## src/design/bts_pkg.sv

```systemverilog
// ----------------------------------------------------------------------------
// bts_pkg
// Types and constants for the byte translate / delete / squeeze filter.
// ----------------------------------------------------------------------------
package bts_pkg;

    localparam int BYTE_W    = 8;
    localparam int TBL_DEPTH = 256;

    localparam logic [1:0] ACT_DATA  = 2'd0;
    localparam logic [1:0] ACT_WRITE = 2'd1;
    localparam logic [1:0] ACT_CLEAR = 2'd2;

    localparam logic CFG_DELETE_MODE  = 1'b0;
    localparam logic CFG_SQUEEZE_MODE = 1'b1;

    typedef struct packed {
        logic [1:0]        action;
        logic [BYTE_W-1:0] data_byte;
        logic [BYTE_W-1:0] mapped_byte;
        logic              delete_mark;
        logic              squeeze_mark;
    } t_in_word;

    typedef struct packed {
        logic [BYTE_W-1:0] out_byte;
    } t_out_word;

    typedef struct packed {
        logic index;
        logic value;
    } t_cfg_word;

    typedef struct packed {
        logic              en;
        logic [BYTE_W-1:0] addr;
        logic [BYTE_W-1:0] mapped;
        logic              del;
        logic              sqz;
    } t_tbl_wr;

    typedef struct packed {
        logic              en;
        logic [BYTE_W-1:0] addr;
    } t_tbl_rd;

endpackage

```

## src/design/bts_intf.sv

```systemverilog
// ----------------------------------------------------------------------------
// bts_intf
// Valid/ready channels for input words, result words and register writes.
// ----------------------------------------------------------------------------
interface bts_in_if;
    import bts_pkg::*;
    logic     valid;
    logic     ready;
    t_in_word data;
    modport source (output valid, output data, input ready);
    modport sink   (input valid, input data, output ready);
endinterface

interface bts_out_if;
    import bts_pkg::*;
    logic      valid;
    logic      ready;
    t_out_word data;
    modport source (output valid, output data, input ready);
    modport sink   (input valid, input data, output ready);
endinterface

interface bts_cfg_if;
    import bts_pkg::*;
    logic      valid;
    logic      ready;
    t_cfg_word data;
    modport source (output valid, output data, input ready);
    modport sink   (input valid, input data, output ready);
endinterface

```

## src/design/bts_table.sv

```systemverilog
// ----------------------------------------------------------------------------
// bts_table
// Character table: map/delete memory and squeeze-mark memory, one write
// port shared, one registered read port each.
// ----------------------------------------------------------------------------
module bts_table (
    input  logic              i_clk,
    input  bts_pkg::t_tbl_wr  i_wr,
    input  bts_pkg::t_tbl_rd  i_rd_ent,
    input  bts_pkg::t_tbl_rd  i_rd_sqz,
    output logic [7:0]        o_mapped,
    output logic              o_del,
    output logic              o_sqz
);
    import bts_pkg::*;

    logic [BYTE_W:0]   r_ent_mem [TBL_DEPTH];
    logic              r_sqz_mem [TBL_DEPTH];
    logic [BYTE_W:0]   r_ent_q;
    logic              r_sqz_q;

    always_ff @(posedge i_clk) begin
        if (i_wr.en) begin
            r_ent_mem[i_wr.addr] <= {i_wr.del, i_wr.mapped};
            r_sqz_mem[i_wr.addr] <= i_wr.sqz;
        end
    end

    always_ff @(posedge i_clk) begin
        if (i_rd_ent.en) begin
            r_ent_q <= r_ent_mem[i_rd_ent.addr];
        end
        if (i_rd_sqz.en) begin
            r_sqz_q <= r_sqz_mem[i_rd_sqz.addr];
        end
    end

    assign o_mapped = r_ent_q[BYTE_W-1:0];
    assign o_del    = r_ent_q[BYTE_W];
    assign o_sqz    = r_sqz_q;

endmodule

```

## src/design/byte_translate_delete_squeeze_core.sv

```systemverilog
// ----------------------------------------------------------------------------
// byte_translate_delete_squeeze_core
// Table-driven byte filter: delete, translate, squeeze repeated output.
// ----------------------------------------------------------------------------
//  channel   dir  payload                                          handshake
//  i_in      in   action, data_byte, mapped_byte, delete/sqz mark  valid/ready
//  o_out     out  out_byte                                         valid/ready
//  i_cfg     in   index, value (delete_mode, squeeze_mode)         valid/ready
//
//  One word per cycle unless o_out stalls; a result passes stage 1, stage 2
//  and the output register on its way to o_out. The two dependent table reads
//  (entry at the byte, squeeze mark at the result byte) set the stage count.
//  Reset clears stage valids, history and modes; the table is not cleared.
//  Words that yield no result retire even while the output register stalls.
// ----------------------------------------------------------------------------
module byte_translate_delete_squeeze_core (
    input  logic      i_clk,
    input  logic      i_rst_n,
    bts_in_if.sink    i_in,
    bts_out_if.source o_out,
    bts_cfg_if.sink   i_cfg
);
    import bts_pkg::*;

    logic              r_delete_mode;
    logic              r_squeeze_mode;

    logic              r_s1_v;
    logic [1:0]        r_s1_act;
    logic [BYTE_W-1:0] r_s1_byte;

    logic              r_s2_v;
    logic              r_s2_data;
    logic              r_s2_clear;
    logic [BYTE_W-1:0] r_s2_byte;

    logic              r_out_v;
    logic [BYTE_W-1:0] r_out_byte;

    logic              r_prev_v;
    logic [BYTE_W-1:0] r_prev_byte;

    logic              in_ready;
    logic              in_acc;
    logic              s1_adv;
    logic              s2_adv;
    logic              s2_emit;
    logic              sqz_hit;
    logic              s1_drop;
    logic [BYTE_W-1:0] s1_res;

    t_tbl_wr           tbl_wr;
    t_tbl_rd           tbl_rd_ent;
    t_tbl_rd           tbl_rd_sqz;
    logic [BYTE_W-1:0] tbl_mapped;
    logic              tbl_del;
    logic              tbl_sqz;

    assign in_acc = i_in.valid && in_ready;

    assign tbl_wr.en     = in_acc && (i_in.data.action == ACT_WRITE);
    assign tbl_wr.addr   = i_in.data.data_byte;
    assign tbl_wr.mapped = i_in.data.mapped_byte;
    assign tbl_wr.del    = i_in.data.delete_mark;
    assign tbl_wr.sqz    = i_in.data.squeeze_mark;

    assign tbl_rd_ent.en   = in_ready;
    assign tbl_rd_ent.addr = i_in.data.data_byte;

    assign s1_drop = r_delete_mode && tbl_del;
    assign s1_res  = r_delete_mode ? r_s1_byte : tbl_mapped;

    assign tbl_rd_sqz.en   = s1_adv;
    assign tbl_rd_sqz.addr = s1_res;

    bts_table u_table (
        .i_clk    (i_clk),
        .i_wr     (tbl_wr),
        .i_rd_ent (tbl_rd_ent),
        .i_rd_sqz (tbl_rd_sqz),
        .o_mapped (tbl_mapped),
        .o_del    (tbl_del),
        .o_sqz    (tbl_sqz)
    );

    assign sqz_hit  = r_squeeze_mode && tbl_sqz && r_prev_v && (r_prev_byte == r_s2_byte);
    assign s2_emit  = r_s2_v && r_s2_data && !sqz_hit;
    assign s2_adv   = !s2_emit || !r_out_v || o_out.ready;
    assign s1_adv   = !r_s2_v || s2_adv;
    assign in_ready = !r_s1_v || s1_adv;

    assign i_in.ready          = in_ready;
    assign o_out.valid         = r_out_v;
    assign o_out.data.out_byte = r_out_byte;
    assign i_cfg.ready         = 1'b1;

    // register writes
    always_ff @(posedge i_clk) begin
        if (!i_rst_n) begin
            r_delete_mode  <= 1'b0;
            r_squeeze_mode <= 1'b0;
        end else if (i_cfg.valid) begin
            unique case (i_cfg.data.index)
                CFG_DELETE_MODE:  r_delete_mode  <= i_cfg.data.value;
                CFG_SQUEEZE_MODE: r_squeeze_mode <= i_cfg.data.value;
            endcase
        end
    end

    // stage 1: entry read at the input byte
    always_ff @(posedge i_clk) begin
        if (!i_rst_n) begin
            r_s1_v <= 1'b0;
        end else if (in_ready) begin
            r_s1_v <= i_in.valid;
        end
    end

    always_ff @(posedge i_clk) begin
        if (in_ready) begin
            r_s1_act  <= i_in.data.action;
            r_s1_byte <= i_in.data.data_byte;
        end
    end

    // stage 2: squeeze mark read at the result byte
    always_ff @(posedge i_clk) begin
        if (!i_rst_n) begin
            r_s2_v <= 1'b0;
        end else if (s1_adv) begin
            r_s2_v <= r_s1_v;
        end
    end

    always_ff @(posedge i_clk) begin
        if (s1_adv) begin
            r_s2_data  <= (r_s1_act == ACT_DATA) && !s1_drop;
            r_s2_clear <= (r_s1_act == ACT_CLEAR);
            r_s2_byte  <= s1_res;
        end
    end

    // output register
    always_ff @(posedge i_clk) begin
        if (!i_rst_n) begin
            r_out_v <= 1'b0;
        end else if (s2_emit && s2_adv) begin
            r_out_v <= 1'b1;
        end else if (o_out.ready) begin
            r_out_v <= 1'b0;
        end
    end

    always_ff @(posedge i_clk) begin
        if (s2_emit && s2_adv) begin
            r_out_byte <= r_s2_byte;
        end
    end

    // history of the last emitted byte
    always_ff @(posedge i_clk) begin
        if (!i_rst_n) begin
            r_prev_v    <= 1'b0;
            r_prev_byte <= '0;
        end else if (r_s2_v && s2_adv) begin
            if (r_s2_clear) begin
                r_prev_v <= 1'b0;
            end else if (s2_emit) begin
                r_prev_v    <= 1'b1;
                r_prev_byte <= r_s2_byte;
            end
        end
    end

endmodule
```

## src/flat_wrapper.sv

```systemverilog
// flat-port wrapper written by rule: the top's interface ports become plain ports
module byte_translate_delete_squeeze_core_flat import bts_pkg::*;
  (i_clk, i_rst_n, i_in_valid, i_in_data, i_in_ready, o_out_valid, o_out_data, o_out_ready, i_cfg_valid, i_cfg_data, i_cfg_ready);
  bts_in_if i_in_i ();
  bts_out_if o_out_i ();
  bts_cfg_if i_cfg_i ();
  input  logic i_clk;
  input  logic i_rst_n;
  input wire logic [$bits(i_in_i.valid)-1:0] i_in_valid;
  input wire logic [$bits(i_in_i.data)-1:0] i_in_data;
  output wire logic [$bits(i_in_i.ready)-1:0] i_in_ready;
  output wire logic [$bits(o_out_i.valid)-1:0] o_out_valid;
  output wire logic [$bits(o_out_i.data)-1:0] o_out_data;
  input wire logic [$bits(o_out_i.ready)-1:0] o_out_ready;
  input wire logic [$bits(i_cfg_i.valid)-1:0] i_cfg_valid;
  input wire logic [$bits(i_cfg_i.data)-1:0] i_cfg_data;
  output wire logic [$bits(i_cfg_i.ready)-1:0] i_cfg_ready;
  assign i_in_i.valid = i_in_valid;
  assign i_in_i.data = i_in_data;
  assign i_in_ready = i_in_i.ready;
  assign o_out_valid = o_out_i.valid;
  assign o_out_data = o_out_i.data;
  assign o_out_i.ready = o_out_ready;
  assign i_cfg_i.valid = i_cfg_valid;
  assign i_cfg_i.data = i_cfg_data;
  assign i_cfg_ready = i_cfg_i.ready;
  byte_translate_delete_squeeze_core u_core (.i_clk(i_clk), .i_rst_n(i_rst_n), .i_in(i_in_i), .o_out(o_out_i), .i_cfg(i_cfg_i));
endmodule
```

## config.mk

```make
export PLATFORM = sky130hd
export DESIGN_NAME = byte_translate_delete_squeeze_core_flat
export DESIGN_NICKNAME = d
export VERILOG_FILES = /design/src/design/bts_pkg.sv /design/src/design/bts_intf.sv /design/src/design/bts_table.sv /design/src/design/byte_translate_delete_squeeze_core.sv /design/src/flat_wrapper.sv
export SDC_FILE = /design/constraint.sdc
export NUM_CORES = 2
export LEC_CHECK = 0
export BUFFER_PORTS_ARGS = -buffer_cell sky130_fd_sc_hd__buf_2
export CAP_MARGIN = 20
export CORE_MARGIN = 4
export CORE_UTILIZATION = 45
export CTS_CLUSTER_DIAMETER = 120
export DETAILED_ROUTE_END_ITERATION = 12
export PLACE_DENSITY = 0.69
export SYNTH_ARGS = -nofsm -noshare
export SYNTH_HDL_FRONTEND = slang
export SYNTH_SLANG_ARGS = --single-unit
export TNS_END_PERCENT = 5
```

## constraint.sdc

```tcl
create_clock -name i_clk -period 4.1 [get_ports i_clk]
set_clock_uncertainty 0.15 [all_clocks]
set_input_delay 0.205 -clock i_clk [delete_from_list [all_inputs] [get_ports i_clk]]
set_output_delay 0.205 -clock i_clk [all_outputs]
set_load 0.03 [all_outputs]
```

# Yosys cells after proc, flatten, opt, wreduce, memory -nomap -nowiden

Memories as Yosys holds them, arrays and structs flattened. A register that Yosys moved wholly into a read port is not among the register bits.
Index checks and enable logic that the tools add are counted.

Word-level logic and storage cells: 55
Input bits: 27
Output and inout port bits: 11
Bits in writable memories: 2560
Register bits after elaboration: 42
Memories kept: 2

Memory list:

| name                     | depth | width | rd ports | clocked after Yosys merged registers in | wr ports | line            | text |
|---|---|---|---|---|---|---|---|
| u_core.u_table.r_ent_mem | 256   | 9     | 1        | 1                                       | 1        | bts_table.sv:17 | `logic [BYTE_W:0] r_ent_mem [TBL_DEPTH];` |
| u_core.u_table.r_sqz_mem | 256   | 1     | 1        | 1                                       | 1        | bts_table.sv:18 | `logic r_sqz_mem [TBL_DEPTH];` |

Multiplexer cells: 7
Reduce and logical (&&, ||, !) cells: 28
Equality and inequality tests: 3
Bitwise logic cells: 2

Operator list:

| kind               | number |
|---|---|
| $logic_and 1x1->1  | 11 |
| $eq 8x8->1         | 1 |
| $mux 8             | 1 |
| $logic_not 1->1    | 6 |
| $mux 1             | 6 |
| $reduce_and 2->1   | 3 |
| $logic_or 1x1->1   | 4 |
| $reduce_bool 2->1  | 2 |
| $reduce_and 3->1   | 1 |
| $eq 2x1->1 const B | 1 |
| $eq 2x2->1 const B | 1 |
| $logic_not 2->1    | 1 |
| $not 1->1          | 2 |

# Depth between registers and ports, before layout

Depth after elaboration: 14
Gate-level depth with buffers: 13
Depth with buffers taken out: 8

# Modules after synthesis

Synthesis repeated with hierarchy kept, for this count alone.

Cell total of the unflattened synthesis: 4693
Area total of the unflattened synthesis: 101401.0 µm²

By module, submodules not included:

| module                             | area an instance (µm²) | instances | cells each |
|---|---|---|---|
| bts_table                          | 99719.4                | 1         | 4570 |
| byte_translate_delete_squeeze_core | 1681.6                 | 1         | 123 |

# Worst setup path after synthesis

Ideal clock, no wire load.

Path type: input to register
From: input port i_in_data[11]
To: memory u_core.u_table.r_ent_mem[14][0] (netlist name), enable pin
Cell stages on the path: 10
Arrival time: 2.627 ns
Required time: 3.574 ns
Buffers on the path: 7
Setup slack: 0.947 ns
Path through: buf_2 buf_2 buf_2 buf_2 buf_2 buf_1 nor2b_1 nand2_1 clkbuf_1 nor2_1

RTL lines:

| element            | line               | text |
|---|---|---|
| start: declaration | flat_wrapper.sv:10 | `input wire logic [$bits(i_in_i.data)-1:0] i_in_data;` |
| end: declaration   | bts_table.sv:17    |  |

No word-level cell before the write port.

# Worst setup path in the final report

From: register u_core.r_delete_mode
To: register u_core.u_table.r_sqz_q, in the netlist u_core.u_table.o_sqz, read port of u_core.u_table.r_sqz_mem, data pin

Word-level cells in the longest chain between the ends: 1

Ends and longest elaborated chain:

| element                  | line                                      | text |
|---|---|---|
| start: declaration       | byte_translate_delete_squeeze_core.sv:25  | `logic r_delete_mode;` |
| start signal: assignment | byte_translate_delete_squeeze_core.sv:104 | `CFG_DELETE_MODE: r_delete_mode <= i_cfg.data.value;` |
| $mux 8                   | byte_translate_delete_squeeze_core.sv:71  | `assign s1_res = r_delete_mode ? r_s1_byte : tbl_mapped;` |
| end: declaration         | bts_table.sv:20                           | `logic r_sqz_q;` |

Every way passes these cells.
A chain may end at the register's enable or synchronous reset.

==> results.md <==
Final layout:
- The finished cells cover 116000 um^2.
- Relative to the synthesized area, the layout overhead comes to 15.2%.
- The final layout net count is 5022.
- The utilization after layout is 52.2%.
- The library cell used most frequently in the layout, excluding fill and tap cells, is sky130_fd_sc_hd__edfxtp_1.
- The share of cells above drive strength 1 is 30.0%.
- Leaving out fill and tap cells, the most frequent cells in the layout are 2598 x sky130_fd_sc_hd__edfxtp_1, 711 x sky130_fd_sc_hd__mux4_2, 346 x sky130_fd_sc_hd__buf_4.

Route:
- The number of optimization iterations in the first detailed-route pass is 6.
- The average via count per standard cell is 6.21.
- The detailed router finished its first iteration with 7802 violations.
- The residual DRC count is 0.
- The count of nets left with antenna violations once routing finished came out at 0.
- The routed length per placed instance is 32.5 um.
- The routed layout has 50.6k vias.
- For this block, the routed nets add up to 265 mm of wire.

STA:
- For this run, the top clock speed supported by timing is 0.248 GHz.
- Setup repair after global routing left no endpoint under its margin.
- The count of endpoints failing hold in the final timing report is 0.
- Subtracting the final worst setup slack from the clock period gives 4.04 ns.
- The slew at the pin closest to its max-slew limit is 1.30 ns.
- Setup violations remaining at the end of the flow were counted as 0.
- The post-route clock period utilization is 98.5%.
- The final-report max-slew violation count was 0.
- The relative slew slack is 13.0%.

Floorplan:
- The core region is 222000 um^2.
- The initial core utilization is 45.3%.
- The floorplan step defined a die boundary enclosing 231000 um^2.
- Measured along the y axis, the die boundary spans 481 um.
- Row generation in the floorplan step produced 173 rows.
- During I/O placement, the number of pins put on the boundary was 38.
- The die extent in x is 481 um.

Synth:
- The main flop type after synthesis is sky130_fd_sc_hd__edfxtp_1.
- The share of synthesized area spent on multiplexers is 16.8%.
- Summing the areas of all compound-gate instances in the mapped netlist gives 1.55% of the synthesized area.
- The post-synth net total is 4520.
- The netlist uses 64 different library cells.
- The synthesized area per cell is 22.4 um^2.
- For this run, the number of Yosys warnings is 0.
- The synthesized design contains 2612 register bits.
- The main combinational cell family by area after synthesis is multiplexers.
- After Yosys synthesis, full adders, half adders and majority gates account for 0% of the synthesized area.
- The summed instance area of the synthesized netlist is 101000 um^2.
- The gate count after technology mapping is 4493.
- Summed over all instances, the cell type with the most area after synthesis is sky130_fd_sc_hd__edfxtp_1.
- Yosys mapped a number of flops with a built-in enable equal to 2598.
- The sequential cell area fraction in the yosys report is 77.8%.
- Of the total synthesized cell area, the portion taken by AND, OR, NAND and NOR gates is 2.50%.
- Summing the areas of all xor and xnor instances in the mapped netlist gives 0.0696% of the synthesized area.
- After synthesis, the largest area contributor takes up 77.5% of total cell area.
- Sorting the synthesized cells by area gives the leading types as sky130_fd_sc_hd__edfxtp_1 77%, sky130_fd_sc_hd__mux4_2 16%, sky130_fd_sc_hd__nor2_1 1.0%.
- The share of synthesized flip-flops with an asynchronous set or reset is 0%.

Pwr:
- The share of total power in sequential cells is 51.9%.
- The total leakage power is 0.0363 uW.
- Dividing total power by cell area gives a power density of 490 nW/um^2.
- The internal cell power is 44600 uW.
- The combinational cell fraction of total power is 6.2%.
- The switching component of the power is 12200 uW.
- Net switching is 21.5% of the power.
- Total power for the finished layout comes to 56800 uW.
- The maximum ir drop on the vdd rail is 0.322 mV.
- In this run, the clock network consumes 41.9% of the power.

Clock tree:
- The total clock sinks is 2612.
- The clock edge transition at the registers on the reported setup and hold paths is 0.06 ns.
- The maximum clock insertion buffer count is 4.
- TritonCTS created 276 clock buffers.
- The total number of H-tree levels is 5.
- The cell at the root of the clock tree is sky130_fd_sc_hd__clkbuf_16.
- The clock tree from TritonCTS is done.
- The clock reaches the later pin of the worst-skew pair after 0.91 ns.

Critical path:
- The worst setup path is launched from a flop.
- The worst register-to-register path begins at u_core.r_delete_mode$_SDFFE_PN0P_.
- The critical register-to-register path endpoint is u_core.u_table.o_sqz$_DFFE_PP_.
- The arrival time at the worst endpoint is 4.49 ns.
- The cell type with the highest occurrence count on the critical path is sky130_fd_sc_hd__buf_4.
- The stage delay of the slowest cell on the critical path is 0.75 ns.
- The slowest stage of the critical path is the sky130_fd_sc_hd__a2111oi_0 cell.
- The required time reported for the critical path endpoint is 4.55 ns.
- The internal reg-to-reg setup slack is 0.06 ns.
- The maximum net fanout on the critical path is 13.
- Following the worst setup path forward leads to its endpoint at u_core.u_table.o_sqz$_DFFE_PP_.
- The critical path in this run is classified as reg2reg.
- The number of cells on the worst reg-to-reg path is 9.
- Tracing the worst setup path back leads to its startpoint at u_core.r_delete_mode$_SDFFE_PN0P_.
- The signal on the critical path passes through buf_4 -> nand2b_1 -> o22a_1 -> buf_4 -> a21oi_1 -> a2111oi_0 -> nor3_1 -> nor4_1 -> nor4_2.
- The kind of end point of the critical path is a flop.

Global routing:
- For this run the aggregate overflow at the end of global routing stands at 0.
- The number of global-route vias before repair is 50.3k.
- Entering global routing, the biggest net connects 161 pins.
- Global routing used 23.0% of the available tracks across all layers.
- The first global-routing pass estimated 380 mm of wire.
- The number of antenna violations at the first check in global routing is 12.

Placed design:
- Detailed placement ended at an HPWL of 163 mm.
- The cell area after placement is 107000 um^2.
- The count of buffers added on input and output ports is 36.
- At the end of routability-driven placement, the weighted congestion stood at 0.922.

Flow run:
- The number of maximum-capacitance violations is 0.

Outcome:
- The flow ran to the end, and the final reports show no timing, DRC or antenna violations.

Worst hold path:
- The path type of the worst min-delay path is in2reg.
## cells by family (layout without fill, tap and decap cells)
| kind of cell | after synthesis | count (layout) |
|---|---|---|
| other | 1 | 9 |
| buffers and inverters | 265 | 944 |
| multiplexers | 796 | 796 |
| AND/OR/NAND/NOR | 591 | 591 |
| AO/OA/AOI/OAI | 220 | 220 |
| flip-flops | 2612 | 2612 |
| XOR/XNOR | 8 | 8 |
## synthesized netlist by cell type, types with 8 or more instances
cell                        instances
sky130_fd_sc_hd__a2111oi_0          8
sky130_fd_sc_hd__buf_2             66
sky130_fd_sc_hd__nor2_1           271
sky130_fd_sc_hd__edfxtp_1        2598
sky130_fd_sc_hd__nor2b_1           30
sky130_fd_sc_hd__buf_4             23
sky130_fd_sc_hd__nand2b_1          11
sky130_fd_sc_hd__a21oi_1           52
sky130_fd_sc_hd__buf_6             19
sky130_fd_sc_hd__nor3_1            24
sky130_fd_sc_hd__a211oi_1           8
sky130_fd_sc_hd__a31oi_1           11
sky130_fd_sc_hd__and2_1            10
sky130_fd_sc_hd__nand2_1          172
sky130_fd_sc_hd__o21ai_0           10
sky130_fd_sc_hd__nand3_1           49
sky130_fd_sc_hd__inv_1              8
sky130_fd_sc_hd__o22ai_1            8
sky130_fd_sc_hd__mux2i_1           74
sky130_fd_sc_hd__clkbuf_1         121
sky130_fd_sc_hd__dfxtp_1           14
sky130_fd_sc_hd__a22oi_1           47
sky130_fd_sc_hd__buf_1             23
sky130_fd_sc_hd__mux4_2           711
sky130_fd_sc_hd__mux2_2            11
sky130_fd_sc_hd__a32oi_1           20
## how the worst min path moves through the flow
stage                              from                         endpoint  slack [ns]  depth (start not counted)
final                           i_rst_n  u_core.o_out.valid$_SDFFE_PN0P_        0.08                          3
after global routing            i_rst_n  u_core.o_out.valid$_SDFFE_PN0P_        0.07                          3
after CTS                       i_rst_n  u_core.o_out.valid$_SDFFE_PN0P_       0.008                          3
after detailed placement  i_in_data[19]     u_core.r_s1_act[1]$_DFFE_PP_        0.25                          1
after global placement    i_in_data[19]     u_core.r_s1_act[1]$_DFFE_PP_        0.25                          1
after floorplan           i_in_data[18]     u_core.r_s1_act[0]$_DFFE_PP_        0.15                          0
## critical path: cells and delay by family, from the launching register on
kind                   cells  cell delay, ns
AOI/OAI and AO/OA          3            1.39
and+or+nand+nor            4            1.12
DFF                        1            0.42
buffers and inverters      2            0.66
## routing by layer
metal	global-route usage, %	vias up	wire (um)
met5	0	-	22
met4	9.21	4	11900
met3	6.45	630	31900
met2	34.8	3317	122000
met1	31.8	26700	98700
li1	-	19900	-
## final cells by class
type | count | area (um^2)
fill | 16800 | 106000
sequential | 2612 | 78300
multi-input combinational | 1616 | 21200
clock buffer | 340 | 7300
timing repair buffer | 479 | 4290
tap | 2975 | 3720
clock inverter | 115 | 1140
inverter | 10 | 42.5
antenna | 8 | 20.0
## sequential cells by signal, indices dropped and copies added (netlist names)
name	flops
u_core.u_table.r_ent_mem	2304
u_core.u_table.r_sqz_mem	256
u_core.u_table.r_ent_q	9
u_core.o_out.data	8
u_core.r_prev_byte	8
u_core.r_s1_byte	8
u_core.r_s2_byte	8
u_core.r_s1_act	2
u_core.o_out.valid	1
u_core.r_delete_mode	1
u_core.r_prev_v	1
u_core.r_s1_v	1
u_core.r_s2_clear	1
u_core.r_s2_data	1
u_core.r_s2_v	1
u_core.r_squeeze_mode	1
u_core.u_table.o_sqz	1
## power groups by stage
stage / clock network, uW / logic (uW) / registers (uW)
after floorplan: 0 / 1710 / 30000
after global placement: 0 / 3390 / 30000
after detailed placement: 0 / 3430 / 30000
after CTS: 24100 / 3470 / 29500
after global routing: 25300 / 3640 / 29500
final: 23800 / 3540 / 29500
## stage by stage
step                setup slack (ns)  instances  hold WS [ns]  TNS (ns)
floorplan                      0.947       4493         0.154         0
global placement              -0.174       7613         0.249    -0.174
detailed placement            -0.143       7627         0.248    -0.143
CTS                            0.165       8116       0.00817         0
global route                  0.0851       8149        0.0727         0
finish                        0.0624       8155        0.0822         0
## what timing repair did
item	4_1_cts	5_1_grt
endpoints found under the hold margin	810	0
endpoints found under the setup margin	1	1
gates resized for setup	1	1
buffers inserted	0	0
hold buffers	34	0
Note: power is estimated with default switching activity, not from simulation.
